**src/bga_pkg.sv**
```systemverilog
// Shared types, constants and helper functions for the bi-allelic genotype likelihood block.
package bga_pkg;

  localparam int unsigned MaxAlleles = 64;

  localparam logic [5:0] RefIndex      = 6'd0;
  localparam logic [5:0] FirstAltIndex = 6'd1;

  localparam int unsigned LikeW = 21;
  localparam logic [LikeW-1:0] WeightHigh = 21'd24;
  localparam logic [LikeW-1:0] WeightMid  = 21'd12;
  localparam logic [LikeW-1:0] WeightLow  = 21'd3;
  localparam logic [7:0]       PhredMax   = 8'hFF;

  typedef struct packed {
    logic [7:0] hom_ref;
    logic [7:0] het;
    logic [7:0] hom_alt;
  } phred_t;

  typedef struct packed {
    logic [5:0]  allele_index;
    logic [15:0] allele_depth;
    logic        last_allele;
    logic [7:0]  amb_depth;
    logic [15:0] ref_total;
    logic [15:0] alt_total;
    logic [7:0]  proper_pair;
    logic [5:0]  target_alt;
    phred_t      phred;
  } item_t;

  typedef struct packed {
    logic [15:0] ref_uniq;
    logic [15:0] second_depth;
    logic [7:0]  amb;
    logic [7:0]  amb_new;
    logic [15:0] ref_total;
    logic [15:0] alt_total;
    logic [7:0]  proper_pair;
    logic [5:0]  target;
    logic [15:0] acc;
  } state_t;

  typedef struct packed {
    logic   pass;
    phred_t phred;
  } tok_t;

  typedef struct packed {
    logic        pass;
    phred_t      phred;
    logic [15:0] cov0;
    logic [15:0] cov1;
    logic [7:0]  amb;
    logic [15:0] ref_total;
    logic [15:0] alt_total;
    logic [7:0]  pp;
  } red_t;

  typedef struct packed {
    red_t             red;
    logic [LikeW-1:0] g00;
    logic [LikeW-1:0] g01;
    logic [LikeW-1:0] g11;
  } wgt_t;

  typedef struct packed {
    logic adv2;
    logic adv3;
    logic adv4;
    logic adv5;
  } pipe_t;

  function automatic logic [15:0] floor_sub16(input logic [15:0] a, input logic [15:0] b);
    return (a > b) ? (a - b) : 16'd0;
  endfunction

  function automatic logic [7:0] floor_sub_pp(input logic [7:0] a, input logic [15:0] b);
    return ({8'd0, a} > b) ? (a - b[7:0]) : 8'd0;
  endfunction

endpackage

```
**src/bga_accum.sv**
```systemverilog
// Per-call state registers, updated by allele words, and the end-of-call token stage.
module bga_accum import bga_pkg::*; (
  input  logic   clk,
  input  logic   rst_n,
  input  pipe_t  pipe,
  input  logic   s1_valid,
  input  item_t  s1_item,
  output state_t state,
  output logic   s2_valid,
  output tok_t   s2_tok
);

  state_t      state_r, state_nxt;
  logic        s2_valid_r;
  tok_t        tok_r;
  logic        in_range;
  logic        target_hit;
  logic [15:0] ref_gap;

  always_comb begin
    state_nxt  = state_r;
    in_range   = 32'(s1_item.allele_index) < MaxAlleles;
    target_hit = {1'b0, s1_item.allele_index} == ({1'b0, state_r.target} + 7'd1);
    ref_gap    = s1_item.ref_total - s1_item.allele_depth;
    if (s1_valid && in_range) begin
      if (s1_item.allele_index == RefIndex) begin
        state_nxt.ref_uniq     = s1_item.allele_depth;
        state_nxt.second_depth = 16'd0;
        state_nxt.amb          = s1_item.amb_depth;
        // The recomputed ambiguous depth reduces to the reference shortfall.
        state_nxt.amb_new      = (s1_item.ref_total > s1_item.allele_depth) ?
                                 ref_gap[7:0] : 8'd0;
        state_nxt.ref_total    = s1_item.ref_total;
        state_nxt.alt_total    = s1_item.alt_total;
        state_nxt.proper_pair  = s1_item.proper_pair;
        state_nxt.target       = s1_item.target_alt;
        state_nxt.acc          = s1_item.alt_total;
      end else if (s1_item.allele_index == FirstAltIndex) begin
        state_nxt.second_depth = s1_item.allele_depth;
      end else if (!target_hit) begin
        // Only the positive part of the target depth survives, so flooring at zero
        // here gives the same final depth.
        state_nxt.acc         = floor_sub16(state_r.acc, s1_item.allele_depth);
        state_nxt.alt_total   = floor_sub16(state_r.alt_total, s1_item.allele_depth);
        state_nxt.proper_pair = floor_sub_pp(state_r.proper_pair, s1_item.allele_depth);
      end
    end
  end

  always_ff @(posedge clk) begin
    if (!rst_n) begin
      state_r    <= '0;
      s2_valid_r <= 1'b0;
    end else if (pipe.adv2) begin
      state_r    <= state_nxt;
      s2_valid_r <= s1_valid && s1_item.last_allele;
    end
  end

  always_ff @(posedge clk) begin
    if (pipe.adv2) begin
      tok_r.pass  <= s1_item.allele_index == FirstAltIndex;
      tok_r.phred <= s1_item.phred;
    end
  end

  assign state    = state_r;
  assign s2_valid = s2_valid_r;
  assign s2_tok   = tok_r;

endmodule

```
**src/bga_reduce.sv**
```systemverilog
// Final depth reduction of a finished call, registered for the likelihood stages.
module bga_reduce import bga_pkg::*; (
  input  logic   clk,
  input  logic   rst_n,
  input  pipe_t  pipe,
  input  logic   s2_valid,
  input  state_t state,
  input  tok_t   s2_tok,
  output logic   s3_valid,
  output red_t   s3
);

  logic        s3_valid_r;
  red_t        red_r, red_nxt;
  logic [15:0] sub;
  logic [16:0] need;
  logic [15:0] cov1;

  always_comb begin
    sub  = (state.target != 6'd0) ? state.second_depth : 16'd0;
    need = {1'b0, sub} + {9'd0, state.amb_new};
    cov1 = ({1'b0, state.acc} > need) ? (state.acc - need[15:0]) : 16'd0;

    red_nxt.pass      = s2_tok.pass;
    red_nxt.phred     = s2_tok.phred;
    red_nxt.cov0      = state.ref_uniq;
    red_nxt.ref_total = state.ref_total;
    if (s2_tok.pass) begin
      red_nxt.cov1      = state.second_depth;
      red_nxt.amb       = state.amb;
      red_nxt.alt_total = state.alt_total;
      red_nxt.pp        = state.proper_pair;
    end else begin
      red_nxt.cov1      = cov1;
      red_nxt.amb       = state.amb_new;
      red_nxt.alt_total = floor_sub16(state.alt_total, sub);
      red_nxt.pp        = floor_sub_pp(state.proper_pair, sub);
    end
  end

  always_ff @(posedge clk) begin
    if (!rst_n) begin
      s3_valid_r <= 1'b0;
    end else if (pipe.adv3) begin
      s3_valid_r <= s2_valid;
    end
  end

  always_ff @(posedge clk) begin
    if (pipe.adv3) begin
      red_r <= red_nxt;
    end
  end

  assign s3_valid = s3_valid_r;
  assign s3       = red_r;

endmodule

```
**src/bga_like.sv**
```systemverilog
// Weighted likelihood stage and min-normalizing, saturating result register.
module bga_like import bga_pkg::*; (
  input  logic  clk,
  input  logic  rst_n,
  input  pipe_t pipe,
  input  logic  s3_valid,
  input  red_t  s3,
  output logic  s4_valid,
  output logic  res_valid,
  output red_t  res
);

  logic             s4_valid_r, res_valid_r;
  wgt_t             wgt_r, wgt_nxt;
  red_t             res_r, res_nxt;
  logic [15:0]      proper;
  logic [LikeW-1:0] mn;
  logic [LikeW-1:0] d00, d01, d11;

  function automatic logic [7:0] sat8(input logic [LikeW-1:0] v);
    return (v > LikeW'(PhredMax)) ? PhredMax : v[7:0];
  endfunction

  always_comb begin
    proper      = (s3.cov1 < {8'd0, s3.pp}) ? s3.cov1 : {8'd0, s3.pp};
    wgt_nxt.red = s3;
    // 24 per proper read plus 12 per non-proper read is 12 * (cov1 + proper).
    wgt_nxt.g00 = (LikeW'(s3.cov1) + LikeW'(proper)) * WeightMid;
    wgt_nxt.g01 = (LikeW'(s3.cov0) + LikeW'(s3.cov1)) * WeightLow;
    wgt_nxt.g11 = LikeW'(s3.cov0) * WeightHigh;
  end

  always_comb begin
    mn = wgt_r.g00;
    if (wgt_r.g01 < mn) begin
      mn = wgt_r.g01;
    end
    if (wgt_r.g11 < mn) begin
      mn = wgt_r.g11;
    end
    d00     = wgt_r.g00 - mn;
    d01     = wgt_r.g01 - mn;
    d11     = wgt_r.g11 - mn;
    res_nxt = wgt_r.red;
    if (!wgt_r.red.pass) begin
      res_nxt.phred.hom_ref = sat8(d00);
      res_nxt.phred.het     = sat8(d01);
      res_nxt.phred.hom_alt = sat8(d11);
    end
  end

  always_ff @(posedge clk) begin
    if (!rst_n) begin
      s4_valid_r  <= 1'b0;
      res_valid_r <= 1'b0;
    end else begin
      if (pipe.adv4) begin
        s4_valid_r <= s3_valid;
      end
      if (pipe.adv5) begin
        res_valid_r <= s4_valid_r;
      end
    end
  end

  always_ff @(posedge clk) begin
    if (pipe.adv4) begin
      wgt_r <= wgt_nxt;
    end
    if (pipe.adv5) begin
      res_r <= res_nxt;
    end
  end

  assign s4_valid  = s4_valid_r;
  assign res_valid = res_valid_r;
  assign res       = res_r;

endmodule

```
**src/biallelic_genotype_likelihoods.sv**
```systemverilog
// Top level: bi-allelic reduction of a multi-allelic genotype call with likelihood recompute.
// The result word of a call reaches the output register after the word that ends the call is
// accepted and has passed through five register levels.
// Throughput: one input word per cycle while in_stall is low; a call of N alleles is N input words.
// Reset: rst_n is synchronous and active low; it empties the pipeline and clears the
// per-call depth state to zero.
module biallelic_genotype_likelihoods import bga_pkg::*; (
  input  logic        clk,
  input  logic        rst_n,
  input  logic        in_valid,
  output logic        in_stall,
  input  logic [5:0]  in_allele_index,
  input  logic [15:0] in_allele_depth,
  input  logic        in_last_allele,
  input  logic [7:0]  in_amb_depth_in,
  input  logic [15:0] in_ref_total_in,
  input  logic [15:0] in_alt_total_in,
  input  logic [7:0]  in_proper_pair_in,
  input  logic [5:0]  in_target_alt,
  input  logic [7:0]  in_orig_hom_ref_phred,
  input  logic [7:0]  in_orig_het_phred,
  input  logic [7:0]  in_orig_hom_alt_phred,
  output logic        out_valid,
  input  logic        out_stall,
  output logic [7:0]  out_hom_ref_phred,
  output logic [7:0]  out_het_phred,
  output logic [7:0]  out_hom_alt_phred,
  output logic [15:0] out_ref_depth_out,
  output logic [15:0] out_alt_depth_out,
  output logic [7:0]  out_amb_depth_out,
  output logic [15:0] out_ref_total_out,
  output logic [15:0] out_alt_total_out,
  output logic [7:0]  out_proper_pair_out
);

  // The pipeline has five register levels:
  //   stage 1  input register holding the accepted word;
  //   stage 2  per-call state registers plus an end-of-call token (bga_accum);
  //   stage 3  reduced depths of a finished call (bga_reduce);
  //   stage 4  the three weighted likelihoods (bga_like);
  //   stage 5  min-normalized, saturated result register (bga_like).
  // Each stage loads whenever it is empty or its contents move on, so bubbles close up and
  // a word is accepted every cycle unless the output register holds a stalled result and
  // every stage behind it is full.

  logic   s1_valid_r;
  item_t  s1_item_r, s1_item_nxt;
  logic   adv1;
  pipe_t  pipe;
  state_t state;
  logic   s2_valid, s3_valid, s4_valid, res_valid;
  tok_t   s2_tok;
  red_t   s3, res;

  // Stall chain from the output back to the input.
  always_comb begin
    pipe.adv5 = !res_valid || !out_stall;
    pipe.adv4 = !s4_valid || pipe.adv5;
    pipe.adv3 = !s3_valid || pipe.adv4;
    pipe.adv2 = !s2_valid || pipe.adv3;
    adv1      = !s1_valid_r || pipe.adv2;
  end

  assign in_stall = !adv1;

  always_comb begin
    s1_item_nxt.allele_index  = in_allele_index;
    s1_item_nxt.allele_depth  = in_allele_depth;
    s1_item_nxt.last_allele   = in_last_allele;
    s1_item_nxt.amb_depth     = in_amb_depth_in;
    s1_item_nxt.ref_total     = in_ref_total_in;
    s1_item_nxt.alt_total     = in_alt_total_in;
    s1_item_nxt.proper_pair   = in_proper_pair_in;
    s1_item_nxt.target_alt    = in_target_alt;
    s1_item_nxt.phred.hom_ref = in_orig_hom_ref_phred;
    s1_item_nxt.phred.het     = in_orig_het_phred;
    s1_item_nxt.phred.hom_alt = in_orig_hom_alt_phred;
  end

  always_ff @(posedge clk) begin
    if (!rst_n) begin
      s1_valid_r <= 1'b0;
    end else if (adv1) begin
      s1_valid_r <= in_valid;
    end
  end

  always_ff @(posedge clk) begin
    if (adv1) begin
      s1_item_r <= s1_item_nxt;
    end
  end

  // Every word except one at index target+1, when that index exceeds 1, updates the call state as it
  // leaves stage 1; only a word that ends the call carries a token on toward the output.
  bga_accum u_accum (
    .clk      (clk),
    .rst_n    (rst_n),
    .pipe     (pipe),
    .s1_valid (s1_valid_r),
    .s1_item  (s1_item_r),
    .state    (state),
    .s2_valid (s2_valid),
    .s2_tok   (s2_tok)
  );

  // The state is read while the token waits in stage 2; a following word can only
  // overwrite it at the same edge that stage 3 captures the reduced depths.
  bga_reduce u_reduce (
    .clk      (clk),
    .rst_n    (rst_n),
    .pipe     (pipe),
    .s2_valid (s2_valid),
    .state    (state),
    .s2_tok   (s2_tok),
    .s3_valid (s3_valid),
    .s3       (s3)
  );

  // A two-allele call keeps its original phreds; otherwise the weighted likelihoods are
  // normalized to their minimum and clipped at 255.
  bga_like u_like (
    .clk       (clk),
    .rst_n     (rst_n),
    .pipe      (pipe),
    .s3_valid  (s3_valid),
    .s3        (s3),
    .s4_valid  (s4_valid),
    .res_valid (res_valid),
    .res       (res)
  );

  assign out_valid           = res_valid;
  assign out_hom_ref_phred   = res.phred.hom_ref;
  assign out_het_phred       = res.phred.het;
  assign out_hom_alt_phred   = res.phred.hom_alt;
  assign out_ref_depth_out   = res.cov0;
  assign out_alt_depth_out   = res.cov1;
  assign out_amb_depth_out   = res.amb;
  assign out_ref_total_out   = res.ref_total;
  assign out_alt_total_out   = res.alt_total;
  assign out_proper_pair_out = res.pp;

endmodule

```
**config.mk**
```make
export PLATFORM = sky130hd
export DESIGN_NAME = biallelic_genotype_likelihoods
export DESIGN_NICKNAME = d
export VERILOG_FILES = /design/src/bga_pkg.sv /design/src/bga_accum.sv /design/src/bga_reduce.sv /design/src/bga_like.sv /design/src/biallelic_genotype_likelihoods.sv
export SDC_FILE = /design/constraint.sdc
export NUM_CORES = 1
export LEC_CHECK = 0
export BUFFER_PORTS_ARGS = -buffer_cell sky130_fd_sc_hd__buf_2
export CAP_MARGIN = 20
export CORE_MARGIN = 2
export CORE_UTILIZATION = 40
export CTS_CLUSTER_SIZE = 25
export DETAILED_ROUTE_END_ITERATION = 8
export PLACE_DENSITY = 0.6
export SLEW_MARGIN = 20
export SYNTH_ARGS = -nofsm -noshare
export SYNTH_HDL_FRONTEND = slang
export SYNTH_HIERARCHICAL = 1
export SYNTH_SLANG_ARGS = --single-unit
export TNS_END_PERCENT = 5
```
**constraint.sdc**
```tcl
create_clock -name clk -period 10.3 [get_ports clk]
set_clock_uncertainty 0.1 [all_clocks]
set_input_delay 1.545 -clock clk [delete_from_list [all_inputs] [get_ports clk]]
set_output_delay 1.545 -clock clk [all_outputs]
set_load 0.03 [all_outputs]
```
After elaboration in Yosys (flattened, before gate mapping)
Index checks and enable logic that the tools add are counted.
{"block": "classes", "n_addsub": 14, "n_mul": 3, "magnitude_cmp": 13, "n_eq_ne": 4, "n_mux": 25, "n_reduce_logical": 19}
{"operator": "$mux W16", "n": 11}
{"operator": "$mux W24", "n": 6}
{"operator": "$gt A16 B16 Y1", "n": 4}
{"operator": "$sub A16 B16 Y16", "n": 4}
{"operator": "$gt A21 B8 Y1 const B", "n": 3}
{"operator": "$sub A21 B21 Y21", "n": 3}
{"operator": "$mux W8", "n": 6}
{"operator": "$lt A21 B21 Y1", "n": 2}
{"operator": "$mux W21", "n": 2}
{"operator": "$add A16 B16 Y17", "n": 2}
{"operator": "$gt A8 B16 Y1", "n": 2}
{"operator": "$sub A8 B8 Y8", "n": 3}
{"operator": "$mul A21 B2 Y19 const B", "n": 1}
{"operator": "$mul A21 B2 Y21 const B", "n": 1}
{"operator": "$mul A16 B2 Y18 const B", "n": 1}
{"operator": "$add A16 B8 Y17", "n": 1}
{"operator": "$gt A16 B17 Y1", "n": 1}
{"operator": "$lt A16 B8 Y1", "n": 1}
{"operator": "$add A6 B1 Y7 const B", "n": 1}
{"operator": "$eq A6 B7 Y1", "n": 1}
{"operator": "$logic_not A1 Y1", "n": 7}
{"operator": "$eq A6 B1 Y1 const B", "n": 1}
{"operator": "$logic_not A6 Y1", "n": 1}
{"operator": "$reduce_and A3 Y1", "n": 2}
{"operator": "7 further kinds", "n": 11}
{"block": "totals", "regBits": 613, "input_bits": 105, "out_inout_bits": 106, "word_cells": 139}

Logic depth before layout (Yosys ltp)
{"block": "logic_depth", "word_depth": 8, "ltp_mapped": 36, "depth_no_buf": 33}

Hierarchy
The synthesis kept the hierarchy.
{"module": "bga_like", "n_inst": 1, "cells_per_inst": 1548, "area_each_um2": 16908.7, "seq_area_each_um2": 7997.7}
{"module": "bga_accum", "n_inst": 1, "cells_per_inst": 895, "area_each_um2": 7653.6, "seq_area_each_um2": 2972.9}
{"module": "bga_reduce", "n_inst": 1, "cells_per_inst": 530, "area_each_um2": 6226.0, "seq_area_each_um2": 3173.0}
{"module": "biallelic_genotype_likelihoods", "n_inst": 1, "cells_per_inst": 113, "area_each_um2": 3110.5, "seq_area_each_um2": 3052.9}

Worst setup path before layout
Ideal clock, no wire load.
{"block": "synth_timing", "kind": "flip-flop to flip-flop", "startpoint": "reg u_like/wgt_r[54] (netlist bit)", "endpoint": "reg u_like.res_r (netlist bit u_like/res[102]) (data pin)", "setup_time_ns": 0.282, "arrival_time_ns": 7.203, "required_time_ns": 9.918, "slack_ns": 2.715, "stages_incl_launch_ff": 33, "path_buffers": 6, "period_less_slack_ns": 7.585, "path_cell_list": "edfxtp_1 clkbuf_1 inv_1 ha_1 and4_1 and4_1 a32o_1 nor3_4 buf_6 buf_2 mux2i_1 ha_1 nand4_1 nor4_1 a32oi_1 and3_1 buf_4 mux2i_4 buf_4 clkbuf_1 nand2b_1 ha_1 a21o_1 o211a_1 o31ai_1 a221oi_2 a31o_1 maj3_2 a31oi_1 nand2_1 o22a_1 nor4b_1 a31oi_1"}
{"element": "from (decl)", "line": "bga_like.sv:14", "rtl": "wgt_t wgt_r, wgt_nxt;"}
{"element": "from (signal assigned)", "line": "bga_like.sv:68", "rtl": "wgt_r <= wgt_nxt;"}
{"element": "to (signal assigned)", "line": "bga_like.sv:71", "rtl": "res_r <= res_nxt;"}
{"element": "to (decl)", "line": "bga_like.sv:15", "rtl": "red_t res_r, res_nxt;"}

==> metrics.log <==
[metrics] PnR Total Power: 8.46 mW
[metrics] highest attainable clock frequency: 111 MHz
[metrics] maximum clock insertion buffer count: 3
[metrics] Period minus WS final: 9.04 ns
[metrics] length in cells of the worst reg-to-reg path: 30
[metrics] WP buf/inv: 1
[metrics] worst ir drop on vdd: 0.145 mV
[metrics] x dimension of the die: 295 um
[metrics] post-route fraction of the period consumed by the critical path: 87.8%
[metrics] final setup TNS: 0 ns
[metrics] wire length per cell after detailed routing: 21.8 um
[metrics] Setup CP Type: flip-flop to flip-flop
[metrics] ratio of routed vias to standard cells: 5.50
[metrics] total clock buffers created by CTS: 71
[metrics] initial core utilization: 40.5%
[metrics] clock net sink count: 610
[metrics] CP max stage delay: 0.69 ns
[metrics] Post-Synthesis Cell Area: 33900 um^2
[metrics] leak pwr: 15.9 nW
[metrics] violation count after the first detailed-route iteration: 1932
[metrics] share of post-route cells with drive strength above 1: 12.7%
[metrics] DRC: 0
[metrics] GPL Wtd Cong: 0.931
[metrics] area inside the core boundary: 83700 um^2
[metrics] Power per Cell Area: 220 nW/um^2
[metrics] aggregate routed wire length: 98300 um
[metrics] # diodes: 0
[metrics] cell area reported after detailed placement: 36200 um^2
[metrics] worst-case headroom to the max-slew limit: 34.4%
[metrics] largest net degree at the start of global routing: 71
[metrics] library cell contributing the largest single delay on the critical path: sky130_fd_sc_hd__nor3_4
[metrics] Min-Delay Startpoint: u_accum/state[102]$_SDFFE_PN0P_
[metrics] Syn Inst Count: 3085
[metrics] # port buffers: 210
[metrics] pins over their slew limit: 0
[metrics] mean post-synth cell area: 11.0 um^2
[metrics] Remaining Overflow, GRT: 0
[metrics] placed wire-length estimate after detailed placement: 73800 um
[metrics] FF-to-FF setup slack: 1.26 ns
[metrics] number of global-route vias before repair: 23.9k
[metrics] class of the tightest hold or removal check: flip-flop to flip-flop
[metrics] TritonCTS clock tree: done
[metrics] # resized after CTS: 0
[metrics] critical path launch point type: flip-flop
[metrics] CP Data Required Time: 10.55 ns
[metrics] Clk Latency, worst-skew pair: 0.64 ns
[metrics] First-pass DRT Iterations: 5
[metrics] root buffer cell: sky130_fd_sc_hd__clkbuf_16
[metrics] outcome: finished clean
[metrics] family of cells with the greatest summed delay on the critical path: simple AND/OR/NAND/NOR gates
[metrics] Worst Hold Path EP: u_reduce/s3[72]$_DFFE_PP_
[metrics] final-report hold violation count: 0
[metrics] num rows: 106
[metrics] yosys warns: 6
[metrics] RSZ-0062 raised after global routing: no
[metrics] Crit. Startpoint: u_like/wgt_r[33]$_DFFE_PP_
[metrics] Die Area: 87000 um^2
[metrics] overall fraction of global-route tracks in use: 22.5%
[metrics] max-capacitance violation count: 0
[metrics] final non-filler cell area: 38400 um^2
[metrics] wire length of the first global-routing pass: 147000 um
[metrics] # fillers: 7841
[metrics] Critical Path AT: 9.29 ns
[metrics] net count of the finished layout: 3672
[metrics] clock transition at the registers of the reported paths: 0.06 ns
[metrics] least setup slack across all paths after layout: 1.26 ns
[metrics] hold buffers post-CTS: 0
[metrics] worst r2r src: u_like/wgt_r[33]$_DFFE_PP_
[metrics] endpoint of the most critical register-to-register path: u_like/res[89]$_DFFE_PP_
[metrics] Setup Fix Bufs, Post-CTS: 0
[metrics] core occupancy in the finished layout: 45.9%
[metrics] kind of end point of the critical path: flip-flop
[metrics] hold path cells: 0
[metrics] # IOs: 211
[metrics] final setup vio count: 0
[metrics] y dimension of the die: 295 um
[metrics] setup slack at placement: 1.37 ns
[metrics] number of antenna violations at the first check in global routing: 5
[metrics] Max FO, Critical Path: 13
[metrics] area overhead of the layout relative to synthesis: 13.4%
[metrics] ANT nets after route: 0
[metrics] DR vias: 24.8k
[metrics] Tightest Pin Transition: 0.982 ns
[metrics] H-tree Lvls: 3
==> how the worst max path moves through the flow <==
stage | to | depth (start not counted)
floorplan | u_like/res[102]$_DFFE_PP_ | 32
global placement | u_like/res[95]$_DFFE_PP_ | 25
detailed placement | u_like/res[93]$_DFFE_PP_ | 29
CTS | u_like/res[93]$_DFFE_PP_ | 29
global route | u_like/res[89]$_DFFE_PP_ | 30
finish | u_like/res[89]$_DFFE_PP_ | 30
==> cell type report <==
class                   count  area [um^2]  area share, %
clock inverters            38          385           1.00
clock buffers              93         1880           4.89
inverters                 183          692           1.80
repair buffers            239         1270           3.31
well taps                1134         1420           3.69
multi-input cells        2200        15600           40.6
flip-flops and latches    610        17200           44.7
==> per-layer routing <==
metal  part of all wire, %  GRT usage (%)  wire length [um]
met1                    44           30.0             43600
met2                    46           36.4             45100
met3                   6.2           4.71              6130
met4                   3.5           7.90              3430
met5                 0.056              0                55
==> cells in the final DEF, fill, tap and decap left out, types with 21 or more instances in the layout <==
master	count
sky130_fd_sc_hd__o21bai_1	29
sky130_fd_sc_hd__nor2b_1	60
sky130_fd_sc_hd__clkbuf_16	72
sky130_fd_sc_hd__o21ai_0	167
sky130_fd_sc_hd__and3_1	22
sky130_fd_sc_hd__a21boi_0	83
sky130_fd_sc_hd__nand3_1	74
sky130_fd_sc_hd__o31ai_1	25
sky130_fd_sc_hd__clkbuf_1	21
sky130_fd_sc_hd__nor3_1	46
sky130_fd_sc_hd__buf_4	30
sky130_fd_sc_hd__inv_1	180
sky130_fd_sc_hd__dfxtp_1	115
sky130_fd_sc_hd__mux2i_1	27
sky130_fd_sc_hd__buf_2	209
sky130_fd_sc_hd__edfxtp_1	495
sky130_fd_sc_hd__a21oi_1	222
sky130_fd_sc_hd__a22o_1	22
sky130_fd_sc_hd__and2_1	21
sky130_fd_sc_hd__a21o_1	51
sky130_fd_sc_hd__nand4_1	36
sky130_fd_sc_hd__nor2_1	140
sky130_fd_sc_hd__ha_1	248
sky130_fd_sc_hd__nand2_1	307
sky130_fd_sc_hd__xor2_1	54
sky130_fd_sc_hd__a31oi_1	29
sky130_fd_sc_hd__xnor2_1	131
sky130_fd_sc_hd__nand2b_1	31
==> metrics by stage <==
| stage | hold slack (ns) | cells |
|---|---|---|
| after floorplan | 0.300 | 3086 |
| after global placement | 0.300 | 4366 |
| after detailed placement | 0.305 | 4366 |
| after CTS | 0.299 | 4497 |
| after global routing | 0.309 | 4497 |
| final | 0.309 | 4497 |
==> registers in the layout, indices dropped and copies added, names as in the netlist, 25 cells and up <==
signal          flops
u_like/wgt_r       79
u_accum/state     110
u_like/res_nxt     81
u_like/res        104
u_accum/s2_tok     25
s1_item_r         101
u_reduce/s3       105
==> worst reg2reg max path: cells and delay by family (launching register included) <==
kind	cells	cell delay, ns
and+or+nand+nor	12	3.06
buffers and inverters	1	0.22
AOI/OAI and AO/OA	11	2.70
adders and majority gates	3	1.15
muxes	2	0.81
xor gates and xnor gates	1	0.13
DFF	1	0.59
==> report_power, final <==
part / internal [mW] / switching [mW] / leakage, nW
Combinational: 1.05 / 1.77 / 8.20
Sequential: 2.93 / 0.241 / 6.57
Clock: 1.43 / 1.03 / 1.10
No activity file was read; power rests on OpenSTA's default activity.
